==> config.mk <==
export PLATFORM = sky130hd
export DESIGN_NAME = sorted_insert_move_to_front_list_top
export DESIGN_NICKNAME = d
export VERILOG_FILES = /design/src/design/simtfl_pkg.sv /design/src/design/sorted_insert_move_to_front_list_top.sv /design/src/design/simtfl_cell.sv
export SDC_FILE = /design/constraint.sdc
export NUM_CORES = 1
export LEC_CHECK = 0
export BUFFER_PORTS_ARGS = -buffer_cell sky130_fd_sc_hd__buf_4
export CAP_MARGIN = 20
export CELL_PAD_IN_SITES_DETAIL_PLACEMENT = 0
export CELL_PAD_IN_SITES_GLOBAL_PLACEMENT = 1
export CORE_ASPECT_RATIO = 0.5
export CORE_MARGIN = 1
export CORE_UTILIZATION = 52
export DETAILED_ROUTE_END_ITERATION = 16
export GPL_TIMING_DRIVEN = 0
export PLACE_DENSITY_LB_ADDON = 0.25
export SLEW_MARGIN = 10
export SYNTH_ARGS = -nofsm -noshare
export SYNTH_HDL_FRONTEND = slang
export SYNTH_SLANG_ARGS = --single-unit
==> constraint.sdc <==
create_clock -name clk_i -period 22.7 [get_ports clk_i]
set_input_delay 1.135 -clock clk_i [delete_from_list [all_inputs] [get_ports clk_i]]
set_output_delay 1.135 -clock clk_i [all_outputs]
set_load 0.1 [all_outputs]
==> src/design/simtfl_pkg.sv <==
`timescale 1ns / 1ps
`default_nettype none

package simtfl_pkg;

  // Default sizing
  localparam int unsigned CAPACITY_DEF    = 16;
  localparam int unsigned VALUE_WIDTH_DEF = 16;

  // Request actions (s_axis tuser)
  localparam logic [1:0] ACT_INSERT = 2'd0;
  localparam logic [1:0] ACT_MTF    = 2'd1;
  localparam logic [1:0] ACT_DUMP   = 2'd2;

  // Result status codes (m_axis tuser)
  localparam logic [2:0] ST_INSERTED = 3'd0;
  localparam logic [2:0] ST_MOVED    = 3'd1;
  localparam logic [2:0] ST_AT_FRONT = 3'd2;
  localparam logic [2:0] ST_NOTFOUND = 3'd3;
  localparam logic [2:0] ST_FULL     = 3'd4;
  localparam logic [2:0] ST_DUMP     = 3'd5;
  localparam logic [2:0] ST_EMPTY    = 3'd6;

  // Where an insert lands
  typedef enum logic [1:0] {
    MODE_FRONT,
    MODE_BACK,
    MODE_MID
  } ins_mode_e;

  // Broadcast control from the sequencer to every cell
  typedef struct packed {
    logic      cmp_en;      // register compare flags against the incoming value
    logic      upd_en;      // apply insert or move-to-front this cycle
    logic      is_mtf;      // update is move-to-front, else insert
    ins_mode_e mode;        // insert placement
    logic      dump_load;   // copy entries into the dump chain
    logic      dump_shift;  // dump chain moves one cell toward the front
  } cell_ctl_t;

endpackage

`default_nettype wire

==> src/design/sorted_insert_move_to_front_list_top.sv <==
`timescale 1ns / 1ps
`default_nettype none

// Channel   Dir  Signals                       Beat contents
// s_axis    in   tvalid tready tdata tuser     tuser: action; tdata: value
// m_axis    out  tvalid tready tdata tuser     tuser: status; tdata: position,
//                tlast                          entry_value, entry_count
//
// Insert and prioritize: the accept edge registers compare flags in every cell; once
// the result register is free, the cells shift if the list changes and it loads.
// Dump loads the dump chain, then sends one beat per entry (one empty beat if none).
// Reset clears the fill count and control; entries are not cleared.
// A full result register stalls the sequencer; input is taken only when idle.
module sorted_insert_move_to_front_list_top #(
  parameter int unsigned CAPACITY    = simtfl_pkg::CAPACITY_DEF,
  parameter int unsigned VALUE_WIDTH = simtfl_pkg::VALUE_WIDTH_DEF,
  localparam int unsigned CW         = $clog2(CAPACITY + 1),
  localparam int unsigned IW         = ((VALUE_WIDTH + 7) / 8) * 8,
  localparam int unsigned OW         = ((2 * CW + VALUE_WIDTH + 7) / 8) * 8
) (
  input  wire           clk_i,
  input  wire           rst_ni,
  input  wire           s_axis_tvalid_i,
  output logic          s_axis_tready_o,
  input  wire  [IW-1:0] s_axis_tdata_i,   // value
  input  wire  [1:0]    s_axis_tuser_i,   // action
  output logic          m_axis_tvalid_o,
  input  wire           m_axis_tready_i,
  output logic [OW-1:0] m_axis_tdata_o,   // position, entry_value, entry_count
  output logic [2:0]    m_axis_tuser_o,   // status
  output logic          m_axis_tlast_o
);

  typedef enum logic [1:0] {
    S_IDLE,
    S_UPD,
    S_DUMP
  } state_e;

  state_e                  state_q, state_d;
  logic [CW-1:0]           count_q, count_d;
  logic [CW-1:0]           idx_q, idx_d;
  logic [1:0]              act_q;
  logic signed [VALUE_WIDTH-1:0] val_q;
  logic                    m_valid_q;
  logic [2:0]              st_q, st_d;
  logic [CW-1:0]           pos_q, pos_d;
  logic signed [VALUE_WIDTH-1:0] oval_q, oval_d;
  logic [CW-1:0]           ocnt_q, ocnt_d;
  logic                    olast_q, olast_d;
  logic                    emit, s_acc, out_free;

  simtfl_pkg::cell_ctl_t   ctl;
  simtfl_pkg::ins_mode_e   ins_mode;

  logic signed [VALUE_WIDTH-1:0] e_w [CAPACITY];
  logic signed [VALUE_WIDTH-1:0] d_w [CAPACITY+1];
  logic [CAPACITY:0]       seen_ge, seen_eq, passed;
  logic [CAPACITY-1:0]     first_ge, first_eq, lt_w, last_le;
  logic [CW-1:0]           mid_pos, eq_pos, ins_pos;
  logic                    found;
  logic signed [VALUE_WIDTH-1:0] in_val;

  assign in_val          = $signed(s_axis_tdata_i[VALUE_WIDTH-1:0]);
  assign s_axis_tready_o = (state_q == S_IDLE);
  assign s_acc           = s_axis_tvalid_i && s_axis_tready_o;
  assign out_free        = !m_valid_q || m_axis_tready_i;

  // Row of cells
  assign seen_ge[0]      = 1'b0;
  assign seen_eq[0]      = 1'b0;
  assign passed[0]       = 1'b0;
  assign d_w[CAPACITY]   = '0;

  for (genvar j = 0; j < CAPACITY; j++) begin : g_cell
    logic signed [VALUE_WIDTH-1:0] prev_e;
    if (j == 0) begin : g_head
      assign prev_e = val_q;
    end else begin : g_body
      assign prev_e = e_w[j-1];
    end

    simtfl_cell #(
      .CAPACITY    (CAPACITY),
      .VALUE_WIDTH (VALUE_WIDTH),
      .IDX         (j)
    ) u_cell (
      .clk_i      (clk_i),
      .ctl_i      (ctl),
      .count_i    (count_q),
      .cmp_val_i  (in_val),
      .upd_val_i  (val_q),
      .prev_e_i   (prev_e),
      .next_d_i   (d_w[j+1]),
      .seen_ge_i  (seen_ge[j]),
      .seen_eq_i  (seen_eq[j]),
      .passed_i   (passed[j]),
      .e_o        (e_w[j]),
      .d_o        (d_w[j]),
      .seen_ge_o  (seen_ge[j+1]),
      .seen_eq_o  (seen_eq[j+1]),
      .passed_o   (passed[j+1]),
      .first_ge_o (first_ge[j]),
      .first_eq_o (first_eq[j]),
      .lt_o       (lt_w[j]),
      .last_le_o  (last_le[j])
    );
  end

  // Encode the one-hot hits into indexes
  always_comb begin
    mid_pos = '0;
    eq_pos  = '0;
    for (int j = 0; j < CAPACITY; j++) begin
      if (first_ge[j]) mid_pos = mid_pos | CW'(j);
      if (first_eq[j]) eq_pos  = eq_pos  | CW'(j);
    end
  end

  assign found = seen_eq[CAPACITY];

  // Insert placement
  always_comb begin
    if ((count_q == '0) || !lt_w[0]) begin
      ins_mode = simtfl_pkg::MODE_FRONT;
      ins_pos  = '0;
    end else if (|last_le) begin
      ins_mode = simtfl_pkg::MODE_BACK;
      ins_pos  = count_q;
    end else begin
      ins_mode = simtfl_pkg::MODE_MID;
      ins_pos  = mid_pos;
    end
  end

  // Sequencer next state and result
  always_comb begin
    state_d        = state_q;
    count_d        = count_q;
    idx_d          = idx_q;
    emit           = 1'b0;
    st_d           = st_q;
    pos_d          = pos_q;
    oval_d         = oval_q;
    ocnt_d         = ocnt_q;
    olast_d        = olast_q;
    ctl            = '0;
    ctl.cmp_en     = s_acc;
    ctl.is_mtf     = (act_q == simtfl_pkg::ACT_MTF);
    ctl.mode       = ins_mode;
    case (state_q)
      S_IDLE: begin
        if (s_acc) state_d = S_UPD;
      end
      S_UPD: begin
        case (act_q)
          simtfl_pkg::ACT_INSERT: begin
            if (out_free) begin
              emit    = 1'b1;
              oval_d  = val_q;
              olast_d = 1'b1;
              state_d = S_IDLE;
              if (count_q == CW'(CAPACITY)) begin
                st_d   = simtfl_pkg::ST_FULL;
                pos_d  = '0;
                ocnt_d = count_q;
              end else begin
                st_d       = simtfl_pkg::ST_INSERTED;
                pos_d      = ins_pos;
                count_d    = count_q + 1'b1;
                ocnt_d     = count_q + 1'b1;
                ctl.upd_en = 1'b1;
              end
            end
          end
          simtfl_pkg::ACT_MTF: begin
            if (out_free) begin
              emit    = 1'b1;
              oval_d  = val_q;
              olast_d = 1'b1;
              ocnt_d  = count_q;
              state_d = S_IDLE;
              if (!found) begin
                st_d  = simtfl_pkg::ST_NOTFOUND;
                pos_d = '0;
              end else if (eq_pos == '0) begin
                st_d  = simtfl_pkg::ST_AT_FRONT;
                pos_d = '0;
              end else begin
                st_d       = simtfl_pkg::ST_MOVED;
                pos_d      = eq_pos;
                ctl.upd_en = 1'b1;
              end
            end
          end
          simtfl_pkg::ACT_DUMP: begin
            if (count_q == '0) begin
              if (out_free) begin
                emit    = 1'b1;
                st_d    = simtfl_pkg::ST_EMPTY;
                pos_d   = '0;
                oval_d  = '0;
                ocnt_d  = '0;
                olast_d = 1'b1;
                state_d = S_IDLE;
              end
            end else begin
              ctl.dump_load = 1'b1;
              idx_d         = '0;
              state_d       = S_DUMP;
            end
          end
          default: state_d = S_IDLE;
        endcase
      end
      S_DUMP: begin
        if (out_free) begin
          emit           = 1'b1;
          ctl.dump_shift = 1'b1;
          st_d           = simtfl_pkg::ST_DUMP;
          pos_d          = idx_q;
          oval_d         = d_w[0];
          ocnt_d         = count_q;
          olast_d        = (idx_q == count_q - 1'b1);
          idx_d          = idx_q + 1'b1;
          if (idx_q == count_q - 1'b1) state_d = S_IDLE;
        end
      end
      default: state_d = S_IDLE;
    endcase
  end

  // State, control and result register
  always_ff @(posedge clk_i or negedge rst_ni) begin
    if (!rst_ni) begin
      state_q   <= S_IDLE;
      count_q   <= '0;
      idx_q     <= '0;
      m_valid_q <= 1'b0;
    end else begin
      state_q <= state_d;
      count_q <= count_d;
      idx_q   <= idx_d;
      if (emit) begin
        m_valid_q <= 1'b1;
      end else if (m_axis_tready_i) begin
        m_valid_q <= 1'b0;
      end
    end
  end

  // Payload, no reset
  always_ff @(posedge clk_i) begin
    if (s_acc) begin
      act_q <= s_axis_tuser_i;
      val_q <= in_val;
    end
    if (emit) begin
      st_q    <= st_d;
      pos_q   <= pos_d;
      oval_q  <= oval_d;
      ocnt_q  <= ocnt_d;
      olast_q <= olast_d;
    end
  end

  assign m_axis_tvalid_o = m_valid_q;
  assign m_axis_tuser_o  = st_q;
  assign m_axis_tlast_o  = olast_q;
  assign m_axis_tdata_o  = OW'({ocnt_q, oval_q, pos_q});

  // Checks; compare flags are only meaningful while an update is pending
  a_count_cap: assert property (@(posedge clk_i) disable iff (!rst_ni)
    count_q <= CW'(CAPACITY))
    else $error("fill count above capacity");

  a_count_step: assert property (@(posedge clk_i) disable iff (!rst_ni)
    !$stable(count_q) |-> (count_q == $past(count_q) + 1'b1))
    else $error("fill count moved by other than one");

  a_dump_idx: assert property (@(posedge clk_i) disable iff (!rst_ni)
    (state_q == S_DUMP) |-> (idx_q < count_q))
    else $error("dump index past fill count");

  a_ge_onehot: assert property (@(posedge clk_i) disable iff (!rst_ni)
    (state_q == S_UPD) |-> $onehot0(first_ge))
    else $error("more than one insert point");

  a_eq_onehot: assert property (@(posedge clk_i) disable iff (!rst_ni)
    (state_q == S_UPD) |-> $onehot0(first_eq))
    else $error("more than one match point");

endmodule

`default_nettype wire

==> src/design/simtfl_cell.sv <==
`timescale 1ns / 1ps
`default_nettype none

// One list slot: holds an entry, its compare flags and one dump-chain stage.
module simtfl_cell #(
  parameter int unsigned CAPACITY    = simtfl_pkg::CAPACITY_DEF,
  parameter int unsigned VALUE_WIDTH = simtfl_pkg::VALUE_WIDTH_DEF,
  parameter int unsigned IDX         = 0,
  localparam int unsigned CW         = $clog2(CAPACITY + 1)
) (
  input  wire                          clk_i,
  input  simtfl_pkg::cell_ctl_t        ctl_i,
  input  wire        [CW-1:0]          count_i,
  input  wire signed [VALUE_WIDTH-1:0] cmp_val_i,   // value at accept
  input  wire signed [VALUE_WIDTH-1:0] upd_val_i,   // held request value
  input  wire signed [VALUE_WIDTH-1:0] prev_e_i,    // entry of the cell in front
  input  wire signed [VALUE_WIDTH-1:0] next_d_i,    // dump stage of the cell behind
  input  wire                          seen_ge_i,
  input  wire                          seen_eq_i,
  input  wire                          passed_i,
  output logic signed [VALUE_WIDTH-1:0] e_o,
  output logic signed [VALUE_WIDTH-1:0] d_o,
  output logic                          seen_ge_o,
  output logic                          seen_eq_o,
  output logic                          passed_o,
  output logic                          first_ge_o,
  output logic                          first_eq_o,
  output logic                          lt_o,
  output logic                          last_le_o
);

  logic signed [VALUE_WIDTH-1:0] e_q, e_d;
  logic signed [VALUE_WIDTH-1:0] d_q, d_d;
  logic                          lt_q, gt_q;
  logic                          valid, ge, eq, target;

  // Occupancy from the fill count
  assign valid = (CW'(IDX) < count_i);
  assign ge    = valid && !lt_q;
  assign eq    = valid && !lt_q && !gt_q;

  // Search chains, ripple from front to back
  assign first_ge_o = ge && (IDX != 0) && !seen_ge_i;
  assign seen_ge_o  = seen_ge_i || (ge && (IDX != 0));
  assign first_eq_o = eq && !seen_eq_i;
  assign seen_eq_o  = seen_eq_i || eq;
  assign lt_o       = lt_q;
  assign last_le_o  = valid && (count_i == CW'(IDX + 1)) && !gt_q;

  // Which cell the update aims at
  always_comb begin
    target = 1'b0;
    if (ctl_i.is_mtf) begin
      target = first_eq_o;
    end else begin
      case (ctl_i.mode)
        simtfl_pkg::MODE_FRONT: target = (IDX == 0);
        simtfl_pkg::MODE_BACK:  target = (count_i == CW'(IDX));
        simtfl_pkg::MODE_MID:   target = first_ge_o;
        default:                target = 1'b0;
      endcase
    end
  end

  assign passed_o = passed_i || target;

  // Entry update: insert opens a gap at the target, move-to-front closes one
  always_comb begin
    e_d = e_q;
    if (ctl_i.upd_en) begin
      if (ctl_i.is_mtf) begin
        if (IDX == 0) begin
          e_d = upd_val_i;
        end else if (!passed_i) begin
          e_d = prev_e_i;
        end
      end else begin
        if (target) begin
          e_d = upd_val_i;
        end else if (passed_i) begin
          e_d = prev_e_i;
        end
      end
    end
  end

  // Dump chain stage
  always_comb begin
    d_d = d_q;
    if (ctl_i.dump_load) begin
      d_d = e_q;
    end else if (ctl_i.dump_shift) begin
      d_d = next_d_i;
    end
  end

  always_ff @(posedge clk_i) begin
    e_q <= e_d;
    d_q <= d_d;
    if (ctl_i.cmp_en) begin
      lt_q <= (e_q < cmp_val_i);
      gt_q <= (e_q > cmp_val_i);
    end
  end

  assign e_o = e_q;
  assign d_o = d_q;

endmodule

`default_nettype wire

==> out/qor.csv <==
metric,value,unit
outcome,"complete, no violations",
vias per cell,6.248,
Hold Fails Final Rpt,0,
mean post-synth cell area,11.42,um2
Max clock buf depth,3,
switch share,40.02,%
GR Overflow Total,0,
post-route ant nets,0,
Post-Route Utilization,59.78,%
RSZ-0062 raised after global routing,no,
Routed WL per cell,27.76,um
Int Power,2.924,mW
via count,24810,
Peak VDD IR,0.00007212,V
Flop pwr share,40.5,%
vias in the first global route,23200,
R2R Setup Slk,16.36,ns
final worst path period need,6.336,ns
first-pass GRT wire length,159000,um
Die Area,65230,um2
Netlist cell types,92,
max cap viols,0,
cts bufs inserted,56,
Filler cells,5136,
# diodes,0,
Clk pwr share,20.0,%
gr usage total,33.67,%
reg2reg start,count_q[1],
crit share post-route,27.91,%
synth cell count leaders,"788 x nand2_1, 592 x edfxtp_1, 269 x ha_1, 224 x mux2_2, 119 x o21ai_0",
Clock Skew,0.05596,ns
main flop type after synthesis,edfxtp_1,
DP Worst Slack,16.52,ns
H-tree level count,2,
Post-Synthesis Cells,2921,
RD Place Congestion,0.9854,
Pre-Repair DR Iteration Count,7,
Reg2Reg Capture Point,g_cell[10].u_cell.d_o[10],
Logic pwr share,39.5,%
Crit Path Class,reg2reg,
synth warn,0,
critical path capture point type,register,
# DRC,0,
CP startpoint,count_q[1],
Min Hold Slack,0.3691,ns
final WL,110200,um
Synth top area share,53.29,%
Placement Cell Area,35900,um2
Post-Synthesis Cell Area,33360,um2
Clock Root Buffer,clkbuf_16,
post-detail-place hpwl,84240,um
clock-pin transition on the worst setup and hold timing paths,0.07,ns
PwrDens,129.1,nW/um2
Final Setup Violations,0,
initial drt markers,3619,
buffer count from post-CTS setup fixing,0,
most frequent cell after synthesis,nand2_1,
final setup margin,16.36,ns
HP Class,in2async,
CTS sink cnt,605,
Post-Layout Inst Area,37780,um2
Post-synth EDFFs,592,
initial antenna violation count,7,
hold buffer count at cts,0,
fraction of layout cells with a size suffix above 1,16.53,%
"flops & latches, synth",605,
"Async S/R FF share, synth",2.149,%
CP arrival,6.73,ns
I/O pins,60,
worst path required time,23.09,ns
Nets,3382,
initial core utilization,52.79,%
Worst Setup EP,g_cell[10].u_cell.d_o[10],
Std-Cell Rows,65,
CP Launch Type,register,
"Slew Viols, Final",0,
CTS tree,done,
leakage power,14.72,nW
register area share after synthesis,54.26,%
die height,181.1,um
core footprint,63190,um2
dominant cell type by area after synthesis,edfxtp_1,
clk_lat worst skew,0.64,ns
# resized after CTS,0,
Slew HR,8.637,%
Die X-Extent,360.2,um
number of buffers added on ports,53,
largest net degree at the start of global routing,34,
switching power,1.951,mW
FF-to-FF path depth,17,
ranking of synthesized cells by area,"edfxtp_1 53%, ha_1 10%, nand2_1 8.9%, mux2_2 7.6%, o21a_1 2.0%",
pin slew with the least headroom to its limit,1.356,ns
f_max,0.1578,GHz
synth-to-layout area growth,13.24,%
largest fanout on the critical path,25,
==> stage by stage <==
step	TNS (ns)	total power, mW	std cells
detailed placement	0	3.842	3866
global placement	-1777.34	3.901	3816
floorplan	0	3.179	2926
finish	0	4.875	3970
global route	0	5.076	3970
CTS	0	4.815	3966
==> placed cells by master (no fill, tap or decap), types with 13 or more instances in the layout <==
master	instances
nand3_1	26
a211oi_1	13
o22ai_1	13
o21a_1	88
a21o_1	35
dfrtp_1	13
nor3_1	23
buf_4	71
and2_1	20
nor4_1	19
nand2_1	788
buf_16	17
clkbuf_16	56
a21oi_1	62
o21ai_0	117
nand3b_1	16
buf_6	13
nand4_1	49
nor2_1	81
clkbuf_1	102
inv_1	50
nand2b_1	46
mux2_2	224
edfxtp_1	592
buf_2	22
ha_1	269
nor2b_1	36
buf_8	15
==> worst max-delay path, cell delays in order, from the launching register on <==
cell and delay (ns):
dfrtp_1 0.54, buf_4 0.28, buf_4 0.19, inv_1 0.31
ha_1 0.39, or4b_1 0.46, clkbuf_1 0.23, nand3_1 0.52
clkbuf_1 0.74, clkbuf_1 0.66, o21ai_4 0.37, buf_12 0.27
buf_16 0.18, buf_16 0.18, buf_12 0.18, buf_12 0.18
buf_16 0.17, buf_16 0.17
==> cells by family (layout without fill, tap and decap cells) <==
kind of cell	count (synthesis)	count (layout)	synth area share [%]
other	1	6	0.01124
AOI/OAI and AO/OA	426	426	8.529
xor gates and xnor gates	12	12	0.3151
muxes	242	242	8.296
adders and majority gates	269	269	10.09
buffers and inverters	189	396	2.494
and+or+nand+nor	1177	1177	16.00
DFF	605	605	54.26
==> state kept, by name, indices dropped and copies added, names as in the netlist <==
signal / cells
g_cell.u_cell.d_o: 256
state_q: 2
act_q: 2
ocnt_q: 5
m_axis_tvalid_o: 1
g_cell.u_cell.gt_q: 16
g_cell.u_cell.lt_o: 16
oval_q: 16
m_axis_tuser_o: 3
idx_q: 5
g_cell.u_cell.e_o: 256
pos_q: 5
count_q: 5
g_cell.prev_e: 16
m_axis_tlast_o: 1
==> power groups by stage <==
stage	logic, mW	registers (mW)	clock network (mW)
floorplan	1.12	2.06	0
global placement	1.71	2.19	0
detailed placement	1.86	1.98	0
CTS	1.88	1.96	0.975
global route	2.06	2.00	1.02
finish	1.92	1.98	0.975
==> routing by layer <==
metal	vias up	part of all wire [%]	wire length, um	track usage (%)
met1	12190	45	50050	53.44
met5	-	0.011	12	0
met3	149	14	15170	9.467
met4	2	2.2	2426	7.214
li1	11010	-	-	-
met2	1454	39	42540	44.79
==> how the worst min path moves through the flow <==
stage | to | slack (ns) | cells after the start
global route | state_q[1] | 0.36 | 1
detailed placement | g_cell[3].u_cell.d_o[15] | 0.50 | 2
global placement | g_cell[0].u_cell.d_o[7] | 0.50 | 2
floorplan | g_cell[11].u_cell.d_o[10] | 0.49 | 2
CTS | state_q[1] | 0.35 | 1
finish | idx_q[4] | 0.37 | 1
==> layout make-up <==
cell class	instances	area [um2]	share of cell area, %
repair buffers	107	1358	3.594
clock inverters	32	322.8	0.8545
multi-input cells	2132	14620	38.70
well taps	837	1047	2.772
plain buffers	136	633.1	1.676
flip-flops and latches	605	18100	47.92
inverters	53	198.9	0.5266
clock buffers	68	1496	3.961
Power figures use the tool's default switching activity.
